<file path="src/sv/usbsp_pkg.sv">
// Package for the endpoint descriptor speed patcher.
// Holds beat payload types, descriptor constants and the bInterval helpers.
// No dependencies.
package usbsp_pkg;

  localparam logic [15:0] POS_TLEN_LO  = 16'd2;
  localparam logic [15:0] POS_TLEN_HI  = 16'd3;
  localparam logic [15:0] HDR_BYTES    = 16'd4;
  localparam logic [15:0] POS_MAX      = 16'hFFFF;

  localparam logic [7:0] OFF_LENGTH    = 8'd0;
  localparam logic [7:0] OFF_TYPE      = 8'd1;
  localparam logic [7:0] OFF_ATTR      = 8'd3;
  localparam logic [7:0] OFF_MPS_LO    = 8'd4;
  localparam logic [7:0] OFF_MPS_HI    = 8'd5;
  localparam logic [7:0] OFF_INTERVAL  = 8'd6;

  localparam logic [7:0] DESC_ENDPOINT = 8'd5;
  localparam logic [7:0] EP_MIN_LEN    = 8'd7;

  localparam logic [15:0] BULK_MPS     = 16'd512;
  localparam logic [8:0]  ISO_ADD      = 9'd3;
  localparam logic [8:0]  INTERVAL_MAX = 9'd16;

  localparam logic [2:0] SPEED_RESET   = 3'd2;
  localparam logic [2:0] SPEED_HIGH    = 3'd3;

  typedef enum logic [1:0] {
    EP_CONTROL   = 2'd0,
    EP_ISOC      = 2'd1,
    EP_BULK      = 2'd2,
    EP_INTERRUPT = 2'd3
  } ep_kind_t;

  typedef struct packed {
    logic [7:0] data_byte;
    logic       start_of_config;
  } in_item_t;

  typedef struct packed {
    logic [7:0] out_byte;
    logic       was_patched;
    logic       end_of_config;
  } out_item_t;

  // min(d + 3, 16)
  function automatic logic [7:0] iso_interval(input logic [7:0] d);
    logic [8:0] sum;
    sum = {1'b0, d} + ISO_ADD;
    return (sum < INTERVAL_MAX) ? sum[7:0] : INTERVAL_MAX[7:0];
  endfunction

  // smallest i in 1..16 with 2^(i-1) >= 8*d, else 16
  function automatic logic [7:0] int_interval(input logic [7:0] d);
    logic [16:0] frames;
    logic [7:0]  r;
    frames = {6'b0, d, 3'b000};
    r = INTERVAL_MAX[7:0];
    for (int i = 16; i >= 1; i--) begin
      if ((17'd1 << (i - 1)) >= frames) begin
        r = 8'(i);
      end
    end
    return r;
  endfunction

endpackage

</file>
<file path="src/sv/usbsp_ifs.sv">
// Valid/ready channel interfaces for the speed patcher.
// Input beats carry descriptor bytes, output beats carry patched bytes.
interface usbsp_in_if;
  logic       valid;
  logic       ready;
  logic [7:0] data_byte;
  logic       start_of_config;

  modport source(output valid, output data_byte, output start_of_config, input ready);
  modport sink(input valid, input data_byte, input start_of_config, output ready);
endinterface

interface usbsp_out_if;
  logic       valid;
  logic       ready;
  logic [7:0] out_byte;
  logic       was_patched;
  logic       end_of_config;

  modport source(output valid, output out_byte, output was_patched, output end_of_config,
                 input ready);
  modport sink(input valid, input out_byte, input was_patched, input end_of_config,
               output ready);
endinterface

</file>
<file path="src/sv/usb_endpoint_descriptor_speed_patcher.sv">
// Each beat passes through the input register, then the result register.
// Throughput: one beat per cycle while the output is ready; a beat is taken while the
// result register waits only as long as the input register is free.
// Reset (rst, synchronous): empties both registers, clears the parse state and
// sets device_speed to full speed. Depends on usbsp_pkg, usbsp_ifs, usbsp_in_stage, usbsp_patch.
module usb_endpoint_descriptor_speed_patcher (
  input  logic       clk,
  input  logic       rst,
  usbsp_in_if.sink   in,
  usbsp_out_if.source out,
  input  logic       cfg_wr_en,
  input  logic [2:0] cfg_wr_data
);
  import usbsp_pkg::*;

  logic      stage_valid;
  logic      advance;
  in_item_t  item;
  out_item_t result;
  logic      out_valid;
  out_item_t out_item;
  logic [2:0] device_speed;

  assign advance = stage_valid && (!out_valid || out.ready);

  usbsp_in_stage u_in_stage (
    .clk         (clk),
    .rst         (rst),
    .in          (in),
    .advance     (advance),
    .stage_valid (stage_valid),
    .item        (item)
  );

  usbsp_patch u_patch (
    .clk          (clk),
    .rst          (rst),
    .advance      (advance),
    .item         (item),
    .device_speed (device_speed),
    .result       (result)
  );

  always_ff @(posedge clk) begin
    if (rst) begin
      device_speed <= SPEED_RESET;
    end else if (cfg_wr_en) begin
      device_speed <= cfg_wr_data;
    end
  end

  always_ff @(posedge clk) begin
    if (rst) begin
      out_valid <= 1'b0;
    end else if (advance) begin
      out_valid <= 1'b1;
    end else if (out.ready) begin
      out_valid <= 1'b0;
    end
  end

  always_ff @(posedge clk) begin
    if (advance) begin
      out_item <= result;
    end
  end

  assign out.valid         = out_valid;
  assign out.out_byte      = out_item.out_byte;
  assign out.was_patched   = out_item.was_patched;
  assign out.end_of_config = out_item.end_of_config;

  a_patch_needs_low_speed: assert property (@(posedge clk) disable iff (rst)
    out_valid && out_item.was_patched |-> device_speed < SPEED_HIGH)
    else $error("byte patched at high speed or above");

  a_stall_only_when_full: assert property (@(posedge clk) disable iff (rst)
    !in.ready |-> stage_valid && out_valid)
    else $error("input stalled with room in the pipeline");

  a_advance_fills_out: assert property (@(posedge clk) disable iff (rst)
    advance |=> out_valid)
    else $error("beat lost between stages");

endmodule

</file>
<file path="src/sv/usbsp_in_stage.sv">
// Input register of the speed patcher: captures one beat per cycle while free or emptying.
// Depends on usbsp_pkg and usbsp_in_if.
module usbsp_in_stage (
  input  logic               clk,
  input  logic               rst,
  usbsp_in_if.sink           in,
  input  logic               advance,
  output logic               stage_valid,
  output usbsp_pkg::in_item_t item
);
  import usbsp_pkg::*;

  logic     valid;
  in_item_t held;

  assign in.ready    = !valid || advance;
  assign stage_valid = valid;
  assign item        = held;

  always_ff @(posedge clk) begin
    if (rst) begin
      valid <= 1'b0;
    end else if (in.ready) begin
      valid <= in.valid;
    end
  end

  always_ff @(posedge clk) begin
    if (in.valid && in.ready) begin
      held <= '{data_byte: in.data_byte, start_of_config: in.start_of_config};
    end
  end

endmodule

</file>
<file path="src/sv/usbsp_patch.sv">
// Descriptor walker and patch logic: parse state plus the per-byte rewrite.
// State advances when a beat leaves the input register. Depends on usbsp_pkg.
module usbsp_patch (
  input  logic                 clk,
  input  logic                 rst,
  input  logic                 advance,
  input  usbsp_pkg::in_item_t  item,
  input  logic [2:0]           device_speed,
  output usbsp_pkg::out_item_t result
);
  import usbsp_pkg::*;

  logic [15:0] byte_position, total_length;
  logic [7:0]  offset_in_descriptor, descriptor_length, descriptor_kind;
  ep_kind_t    endpoint_kind;
  logic        parsing_stopped;

  logic [15:0] byte_position_next, total_length_next;
  logic [7:0]  offset_in_descriptor_next, descriptor_length_next, descriptor_kind_next;
  ep_kind_t    endpoint_kind_next;
  logic        parsing_stopped_next;

  logic [15:0] c_pos, c_tlen;
  logic [7:0]  c_off, c_dlen, c_kind;
  ep_kind_t    c_ep;
  logic        c_stop;

  logic [7:0]  d;
  logic [15:0] desc_start;
  logic [16:0] desc_end;
  logic [8:0]  off_inc;
  logic        ok;
  logic [7:0]  res;
  logic        patched;
  logic        last;

  assign d = item.data_byte;

  // start of a new set sees cleared state
  always_comb begin
    if (item.start_of_config) begin
      c_pos  = '0;
      c_tlen = '0;
      c_off  = '0;
      c_dlen = '0;
      c_kind = '0;
      c_ep   = EP_CONTROL;
      c_stop = 1'b0;
    end else begin
      c_pos  = byte_position;
      c_tlen = total_length;
      c_off  = offset_in_descriptor;
      c_dlen = descriptor_length;
      c_kind = descriptor_kind;
      c_ep   = endpoint_kind;
      c_stop = parsing_stopped;
    end
  end

  always_comb begin
    total_length_next         = c_tlen;
    descriptor_length_next    = c_dlen;
    descriptor_kind_next      = c_kind;
    endpoint_kind_next        = c_ep;
    parsing_stopped_next      = c_stop;
    offset_in_descriptor_next = c_off;
    res                       = d;
    patched                   = 1'b0;
    ok                        = 1'b0;
    off_inc                   = {1'b0, c_off} + 9'd1;
    desc_start                = c_pos - {8'b0, c_off};

    if (c_pos == POS_TLEN_LO) begin
      total_length_next[7:0] = d;
    end else if (c_pos == POS_TLEN_HI) begin
      total_length_next[15:8] = d;
    end

    if (!c_stop) begin
      priority if (c_off == OFF_LENGTH) begin
        if (d == 8'd0) begin
          parsing_stopped_next = 1'b1;
        end else begin
          descriptor_length_next = d;
          descriptor_kind_next   = '0;
          endpoint_kind_next     = EP_CONTROL;
        end
      end else if (c_off == OFF_TYPE) begin
        descriptor_kind_next = d;
      end else if (c_off == OFF_ATTR) begin
        endpoint_kind_next = ep_kind_t'(d[1:0]);
      end else begin
      end
    end

    desc_end = {1'b0, desc_start} + {9'b0, descriptor_length_next};

    if (!parsing_stopped_next) begin
      ok = (device_speed < SPEED_HIGH) && (descriptor_kind_next == DESC_ENDPOINT) &&
           (descriptor_length_next >= EP_MIN_LEN) && ({8'b0, c_off} <= c_pos) &&
           (desc_start >= HDR_BYTES) && (desc_end <= {1'b0, total_length_next});
      if (ok) begin
        unique case (endpoint_kind_next)
          EP_BULK: begin
            if (c_off == OFF_MPS_LO) begin
              res     = BULK_MPS[7:0];
              patched = 1'b1;
            end else if (c_off == OFF_MPS_HI) begin
              res     = BULK_MPS[15:8];
              patched = 1'b1;
            end
          end
          EP_ISOC: begin
            if (c_off == OFF_INTERVAL) begin
              res     = iso_interval(d);
              patched = 1'b1;
            end
          end
          EP_INTERRUPT: begin
            if (c_off == OFF_INTERVAL) begin
              res     = int_interval(d);
              patched = 1'b1;
            end
          end
          EP_CONTROL: begin
          end
        endcase
      end
      offset_in_descriptor_next =
        (off_inc >= {1'b0, descriptor_length_next}) ? 8'd0 : off_inc[7:0];
    end
  end

  assign last = (total_length_next != 16'd0) && (c_pos == total_length_next - 16'd1);
  assign byte_position_next = (c_pos == POS_MAX) ? c_pos : c_pos + 16'd1;

  assign result = '{out_byte: res, was_patched: patched, end_of_config: last};

  always_ff @(posedge clk) begin
    if (rst) begin
      byte_position        <= '0;
      total_length         <= '0;
      offset_in_descriptor <= '0;
      descriptor_length    <= '0;
      descriptor_kind      <= '0;
      endpoint_kind        <= EP_CONTROL;
      parsing_stopped      <= 1'b0;
    end else if (advance) begin
      byte_position        <= byte_position_next;
      total_length         <= total_length_next;
      offset_in_descriptor <= offset_in_descriptor_next;
      descriptor_length    <= descriptor_length_next;
      descriptor_kind      <= descriptor_kind_next;
      endpoint_kind        <= endpoint_kind_next;
      parsing_stopped      <= parsing_stopped_next;
    end
  end

  a_off_in_range: assert property (@(posedge clk) disable iff (rst)
    (offset_in_descriptor == 8'd0) || (offset_in_descriptor < descriptor_length))
    else $error("descriptor offset beyond bLength");

  a_stop_sticky: assert property (@(posedge clk) disable iff (rst)
    parsing_stopped && advance && !item.start_of_config |=> parsing_stopped)
    else $error("parsing resumed without a new set");

  a_pos_saturates: assert property (@(posedge clk) disable iff (rst)
    (byte_position == POS_MAX) && advance && !item.start_of_config
    |=> byte_position == POS_MAX)
    else $error("byte position wrapped");

endmodule

</file>
<file path="src/flat_wrapper.sv">
// flat-port wrapper written by rule: the top's interface ports become plain ports
module usb_endpoint_descriptor_speed_patcher_flat import usbsp_pkg::*;
  (clk, rst, cfg_wr_en, cfg_wr_data, in_valid, in_data_byte, in_start_of_config, in_ready, out_valid, out_out_byte, out_was_patched, out_end_of_config, out_ready);
  usbsp_in_if in_i ();
  usbsp_out_if out_i ();
  input  logic clk;
  input  logic rst;
  input  logic cfg_wr_en;
  input  logic [2:0] cfg_wr_data;
  input wire logic [$bits(in_i.valid)-1:0] in_valid;
  input wire logic [$bits(in_i.data_byte)-1:0] in_data_byte;
  input wire logic [$bits(in_i.start_of_config)-1:0] in_start_of_config;
  output wire logic [$bits(in_i.ready)-1:0] in_ready;
  output wire logic [$bits(out_i.valid)-1:0] out_valid;
  output wire logic [$bits(out_i.out_byte)-1:0] out_out_byte;
  output wire logic [$bits(out_i.was_patched)-1:0] out_was_patched;
  output wire logic [$bits(out_i.end_of_config)-1:0] out_end_of_config;
  input wire logic [$bits(out_i.ready)-1:0] out_ready;
  assign in_i.valid = in_valid;
  assign in_i.data_byte = in_data_byte;
  assign in_i.start_of_config = in_start_of_config;
  assign in_ready = in_i.ready;
  assign out_valid = out_i.valid;
  assign out_out_byte = out_i.out_byte;
  assign out_was_patched = out_i.was_patched;
  assign out_end_of_config = out_i.end_of_config;
  assign out_i.ready = out_ready;
  usb_endpoint_descriptor_speed_patcher u_core (.clk(clk), .rst(rst), .in(in_i), .out(out_i), .cfg_wr_en(cfg_wr_en), .cfg_wr_data(cfg_wr_data));
endmodule
</file>
<file path="config.mk">
export PLATFORM = sky130hd
export DESIGN_NAME = usb_endpoint_descriptor_speed_patcher_flat
export DESIGN_NICKNAME = d
export VERILOG_FILES = /design/src/sv/usbsp_pkg.sv /design/src/sv/usbsp_ifs.sv /design/src/sv/usb_endpoint_descriptor_speed_patcher.sv /design/src/sv/usbsp_in_stage.sv /design/src/sv/usbsp_patch.sv /design/src/flat_wrapper.sv
export SDC_FILE = /design/constraint.sdc
export NUM_CORES = 1
export LEC_CHECK = 0
export ABC_AREA = 1
export ABC_CLOCK_PERIOD_IN_PS = 5650
export BUFFER_PORTS_ARGS = -buffer_cell sky130_fd_sc_hd__clkbuf_2
export CORE_ASPECT_RATIO = 1.75
export CORE_MARGIN = 1.5
export CORE_UTILIZATION = 65
export CTS_BUF_LIST = sky130_fd_sc_hd__clkbuf_2
export DETAILED_ROUTE_END_ITERATION = 6
export GPL_TIMING_DRIVEN = 0
export PLACE_DENSITY_LB_ADDON = 0.05
export REMOVE_ABC_BUFFERS = 1
export SYNTH_ARGS = -nofsm -noshare
export SYNTH_HDL_FRONTEND = slang
export SYNTH_SLANG_ARGS = --single-unit
</file>
<file path="constraint.sdc">
create_clock -name clk -period 5.65 [get_ports clk]
set_clock_uncertainty 0.05 [all_clocks]
set_input_delay 0.565 -clock clk [delete_from_list [all_inputs] [get_ports clk]]
set_output_delay 0.565 -clock clk [all_outputs]
set_load 0.1 [all_outputs]
</file>
==> key figures, run 1 <==
Power
  • Reg power frac: 0.459
  • Sw frac: 0.405
  • Peak VDD IR: ~0.00014 V
  • Internal power: 0.000843 W
  • Gate power share: 0.316
  • Pwr dens: about 170 mW/mm^2
  • Overall Power: about 0.0014 W
  • NetSw: 0.000573 W
  • Clk pwr share: 0.225
  • Leakage: 4.33 nW

Setup path
  • Crit. Startpoint: u_core.u_in_stage.item[0]
  • Family with the most delay on the worst path: simple AND/OR/NAND/NOR gates
  • Critical path class: reg -> reg
  • Arr. time, crit path: between 5000 and 6000 ps
  • Setup crit end kind: flop
  • Max incr delay on CP: ~490 ps
  • RR Startpoint: u_core.u_in_stage.item[0]
  • Critical path depth: 32
  • Crit-path max FO: 32
  • Worst R2R Path Depth: 32
  • Critical Path Source Type: flop
  • Most frequent CP cell: nand2_1
  • CP max-delay cell: edfxtp_1
  • CP bufs+invs: 1
  • Worst EP required: approximately 6000 ps

CTS
  • Clock sink total: 83
  • Bufs on Longest Clock Path: 2
  • CTS tree: built
  • Clk_lat worst skew: 620 ps
  • Clock buffer count from CTS: 9
  • Clk root buf: clkbuf_2
  • H-tree level count: 3
  • Clock transition at path regs: between 200 and 300 ps
  • Hold-fix buffers, CTS: 0

Final layout
  • Non-Filler Instances: about 1.5k
  • Final core utilization: 0.711
  • Layout cells sized above 1: 0.101
  • Finished Cell Area: 0.00828 mm^2
  • Nets: 1,390
  • Area Overhead vs Synth: 5.65%

Logic synthesis
  • Synth top cells by count: nand2_1, inv_1, nor2_1
  • Seq/Total Area, Yosys: 0.236
  • Synth area leader: nand2_1
  • Synth Instances: between 1k and 1.5k
  • Top FF cell, synth: dfxtp_1
  • Warnings from Yosys: 0
  • Post-synth EDFFs: 19
  • Synth top area share: 0.182
  • Share of flip-flops with an asynchronous set or reset: 0
  • Synth top area cells: nand2_1, dfxtp_1, inv_1
  • Syn Area/Cell: 6.01 um^2
  • Most instantiated library cell after synthesis: nand2_1
  • Mapped Area: 0.00784 mm^2
  • Flops & latches, synth: just over 80
  • Yosys cell types: 47

Global route
  • Largest net degree at the start of global routing: 55
  • Remaining Overflow, GRT: 0
  • Initial antenna violation count: 1
  • Vias in the first global route: about 7.9k
  • GRT Resource Usage Total: 0.364
  • Global-route wire length before repair: approximately 36,000 um

Place
  • Placed cell area: 0.00798 mm^2
  • Dpl hpwl: between 15,000 and 20,000 um
  • Dpl cells: ~1.4k
  • IO Port Bufs: 28
  • Gp weighted congestion: between 0.9 and 1

Timing
  • Max Slew Vio Count: 0
  • Fmax: between 0.15 and 0.2 GHz
  • Final Setup Violations: 0
  • Min cycle time layout: around 5300 ps
  • Final period util: 0.946
  • Slew Limit Headroom: 0.134
  • Final hold vios: 0
  • Actual slew at the worst max-slew pin: 1300 ps

Routing
  • DR WL/cell: 15.5 um
  • Detail Route Antenna Nets: 0
  • Via Count: between 8k and 9k
  • Vias per cell: 5.74
  • DRC Markers: 10
  • First-pass DRT Iterations: 7
  • Total Wirelength: 22,800 um
  • DR iter-0 viols: 565

Worst hold path
  • Hold crit path type: in -> reg
  • Hold Path Stages: 1
  • Hold_sp: in_data_byte[3]

Run status
  • Status: complete, but fails checks
  • Violated checks: design-rule violations

Floorplan
  • Num ports: 29
  • Initial core utilization: 0.673
  • Die height: 148 um
  • Die area: between 0.01 and 0.015 mm^2
  • Die W: 86.0 um
  • Core footprint: 0.0116 mm^2
  • Row count: between 50 and 60

Job
  • MaxCap Viol Count: 0
[state kept, by name, indices dropped and copies added (netlist names), 3 cells and up]
register,cells
u_core.out.out_byte,8
u_core.u_patch.byte_position,16
u_core.u_patch.total_length,16
u_core.device_speed,3
u_core.u_patch.offset_in_descriptor,8
u_core.u_in_stage.item,9
u_core.u_patch.descriptor_length,8
u_core.u_patch.descriptor_kind,8
[layout make-up]
type | count | area, um^2
clock buffer | 9 | 45.0
antenna | 1 | 2.50
sequential | 83 | 1850
timing repair inverter | 1 | 8.76
multi-input combinational | 984 | 5100
timing repair buffer | 42 | 245
tap | 135 | 169
fill | 1111 | 3370
clock inverter | 7 | 58.8
inverter | 206 | 800
[path summary, 6_finish.rpt]
kind	end	slack [ps]
worst max-delay path	u_core.out.out_byte[4]	310
worst min-delay path	u_core.u_in_stage.item[4]	50
worst max register to register	u_core.out.out_byte[4]	310
worst min register to register	u_core.u_patch.descriptor_kind[7]	430
[power groups by stage]
stage	Clock [W]	Combinational [W]	Sequential [W]
2_1_floorplan	0	0.000300	0.000683
4_1_cts	0.000321	0.000433	0.000650
3_5_place_dp	0	0.000417	0.000666
3_3_place_gp	0	0.000409	0.000665
6_report	0.000319	0.000447	0.000650
5_1_grt	0.000335	0.000505	0.000652
[layout by cell type, fill, tap and decap left out, drive strengths merged, types with 18 or more instances in the layout]
master,synthesis,layout
edfxtp,19,19
nand4,31,31
dfxtp,64,64
ha,45,45
inv,206,210
nor2,156,156
xor2,18,18
o21ai,55,55
a21oi,70,70
nand2,403,403
nand3,138,138
nor3,20,20
clkbuf,17,37
[cells by family (layout without fill, tap and decap cells)]
| family | Yosys count | after routing | synth area share |
|---|---|---|---|
| XOR/XNOR | 24 | 24 | 0.0268 |
| buffers and inverters | 238 | 265 | 0.119 |
| AND/OR/NAND/NOR | 758 | 758 | 0.429 |
| other | 0 | 1 | 0 |
| AO/OA/AOI/OAI | 156 | 156 | 0.114 |
| adder cells (fa/ha/maj) | 46 | 46 | 0.0744 |
| flip-flops | 83 | 83 | 0.236 |
[routing by layer]
layer | track usage | vias to the layer above | share of wire
li1 | - | 4247 | -
met1 | 0.372 | 3765 | 0.36
met2 | 0.663 | 330 | 0.52
met3 | 0.0433 | 90 | 0.058
met4 | 0.273 | 0 | 0.062
met5 | 0 | - | 0
[repair_timing]
action                     4_1_cts  5_1_grt
buffers inserted                 5       10
setup endpoints to repair        9        9
gates cloned                     1        0
resized for setup                7       13
pin swaps                        0        2
[stage by stage]
stage / TNS, ps / worst slack [ps] / hold slack (ps)
floorplan: 0 / 53.7 / 379
global placement: -11730 / -1380 / 398
detailed placement: -11450 / -1350 / 403
CTS: 0 / 102 / 62.2
global route: -16.0 / -10.5 / 46.1
finish: 0 / 307 / 52.8
Power figures use the tool's default switching activity.
==> run 2, diff against run 1 <==
CORE_UTILIZATION = 45   (was 65)
==> run 2 against run 1 <==
  * The flow still finishes with violations (design-rule violations)
  * Sequential share of layout area is 0.77 points lower
  * Via count is 2.6% lower
  * First-iteration DRC count is 20% lower
  * Utilization is 21 points lower
  * Worst hold slack worse by 5.9 ps
  * Register-to-register slack better by 70 ps
  * Non-clock buffer count is 13 higher
  * Sequential cell count stayed put
  * Setup slack better by 74 ps
  * Count of clock-buffer cells in the layout is 1 higher
==> key figures, run 2 (synthesized netlist as in run 1, its figures left out) <==
Run status
  • Status: complete, but fails checks
  • Violated checks: design-rule violations

Routing
  • Total Wirelength: roughly 25,000 um
  • Via Count: 8,215
  • DR WL/cell: around 16 um
  • Detail Route Antenna Nets: 0
  • First-pass DRT Iterations: 7
  • DRC Markers: 15
  • DR iter-0 viols: 450
  • Vias per cell: 5.22

Place
  • Gp weighted congestion: about 0.93
  • Setup WS pre-CTS: -1660 ps
  • IO Port Bufs: 28
  • Placed cell area: about 0.0081 mm^2
  • Dpl cells: about 1.5k
  • Dpl hpwl: 19,100 um

Power
  • Peak VDD IR: ~0.00014 V
  • Reg power frac: 0.445
  • Internal power: roughly 0.0009 W
  • Sw frac: 0.392
  • Pwr dens: between 150 and 200 mW/mm^2
  • Leakage: between 4 and 5 nW
  • Gate power share: 0.318
  • NetSw: around 0.00057 W
  • Clk pwr share: 0.238

Setup path
  • Family with the most delay on the worst path: simple AND/OR/NAND/NOR gates
  • Critical path class: reg -> reg
  • Arr. time, crit path: 5680 ps
  • Worst EP required: around 6100 ps
  • Setup crit end kind: flop
  • Reg2reg end: u_core.out.out_byte[4]
  • Critical Path Source Type: flop
  • RR Startpoint: u_core.u_in_stage.item[0]
  • CP bufs+invs: 4
  • Flop2flop setup slack: 380 ps
  • Crit-path max FO: 16
  • Worst R2R Path Depth: 35
  • Most frequent CP cell: nand2_1
  • Max incr delay on CP: roughly 440 ps
  • CP max-delay cell: edfxtp_1

Final layout
  • Area Overhead vs Synth: 9.42%
  • Non-Filler Instances: ~1.6k
  • Commonest non-fill, non-tap cell in the layout: nand2_1
  • Finished Cell Area: 0.00858 mm^2
  • Nets: roughly 1.4k
  • Commonest non-fill, non-tap cells in the layout: nand2_1, inv_1, nand3_1
  • # fillers: between 1.5k and 2k
  • Layout cells sized above 1: 0.105

Floorplan
  • Initial core utilization: 0.460
  • Die height: around 180 um
  • Die W: roughly 100 um
  • Die area: between 0.015 and 0.02 mm^2
  • Num ports: 29
  • Row count: between 60 and 70
  • Core footprint: roughly 0.017 mm^2

CTS
  • Clk_lat worst skew: about 700 ps
  • Clock transition at path regs: about 240 ps
  • Clock sink total: 83
  • Clk root buf: clkbuf_2
  • CTS tree: built
  • Clock buffer count from CTS: 9
  • Bufs on Longest Clock Path: 2
  • H-tree level count: 3

Timing
  • Max Slew Vio Count: 0
  • Fmax: about 0.19 GHz
  • Fin worst setup slack: 382 ps
  • Final period util: 0.932
  • Slew Limit Headroom: 0.294
  • Min cycle time layout: ~5300 ps
  • Actual slew at the worst max-slew pin: roughly 1100 ps
  • Final Setup Violations: 0
  • Final hold vios: 0

Worst hold path
  • Hold Path Stages: 3
  • Hold Crit Endpoint: u_core.device_speed[1]
  • Hold_sp: cfg_wr_data[1]
  • Hold crit path type: in -> reg

Global route
  • Global-route wire length before repair: 39,000 um
  • GRT Resource Usage Total: 0.288
  • Largest net degree at the start of global routing: 55
  • Remaining Overflow, GRT: 0
  • Initial antenna violation count: 1
  • Vias in the first global route: around 7.5k

Job
  • MaxCap Viol Count: 0
run 2: cell count changes in the layout (fill, tap and decap cells not counted), moves of 2 or more:
| cell | change |
|---|---|
| nand2_2 | +3 |
| nor2_4 | +3 |
| nand2_1 | -4 |
| dlygate4sd3_1 | +10 |
| nor2_2 | -5 |
| buf_4 | +2 |
| clkinvlp_4 | +2 |
| nor2_1 | +2 |
run 2: through the flow:
stage | hold WS [ps] | power [W] | setup TNS, ps | util
6_report | 46.9 | 0.00146 | 0 | 0.504
5_1_grt | 10.9 | 0.00155 | -63.2 | 0.504
4_1_cts | 1.38 | 0.00146 | 0 | 0.493
3_5_place_dp | 402 | 0.00109 | -14300 | 0.476
3_3_place_gp | 395 | 0.00109 | -14470 | 0.476
2_1_floorplan | 379 | 0.000983 | 0 | -
run 2: what timing repair did:
item                                   CTS  global route
gates cloned                             1             1
hold buffers                            10             0
setup endpoints to repair                9             9
pin swaps                                0             3
endpoints found under the hold margin   10             0
setup buffers                            5            12
resized for setup                        8            19
run 2: worst max path at each step:
stage / from / end / slack, ps / cells past startpoint
floorplan: u_core.u_in_stage.item[0] / u_core.out.out_byte[4] / 50 / 34
global placement: u_core.u_in_stage.item[0] / u_core.out.out_byte[4] / -1690 / 34
detailed placement: u_core.u_in_stage.item[0] / u_core.out.out_byte[4] / -1660 / 34
CTS: u_core.u_in_stage.item[0] / u_core.out.out_byte[4] / 20 / 34
global route: u_core.u_in_stage.item[5] / u_core.out.out_byte[4] / -40 / 32
finish: u_core.u_in_stage.item[0] / u_core.out.out_byte[4] / 380 / 35
run 2: per-layer routing:
layer  track usage  up-vias  share of wire
li1              -     4267              -
met3        0.0295       66          0.029
met5             0        -              0
met1         0.307     3710           0.38
met4         0.188        0          0.065
met2         0.525      172           0.52
run 2: area by class of cell:
class                           count  area (um^2)  area share
Multi-Input combinational cell    984         5130       0.599
Inverter                          206          800      0.0932
Antenna cell                        1         2.50    0.000292
Tap cell                          227          284      0.0331
Clock buffer                       10         50.0     0.00584
Timing Repair Buffer               55          372      0.0433
Sequential cell                    83         1850       0.216
Clock inverter                      6         65.1     0.00759
Timing Repair inverter              2         17.5     0.00204
run 2: tightest hold or removal path, cell delays in order:
cell and delay [ps]:
clkbuf_2 70, nand2_1 50, nand3_1 70
run 2: power by group through the flow:
stage / Combinational, W / Clock (W) / Sequential, W
after floorplan: 0.000300 / 0 / 0.000683
after global placement: 0.000420 / 0 / 0.000667
after detailed placement: 0.000426 / 0 / 0.000667
after CTS: 0.000448 / 0.000359 / 0.000651
after global routing: 0.000523 / 0.000376 / 0.000652
final: 0.000463 / 0.000347 / 0.000649
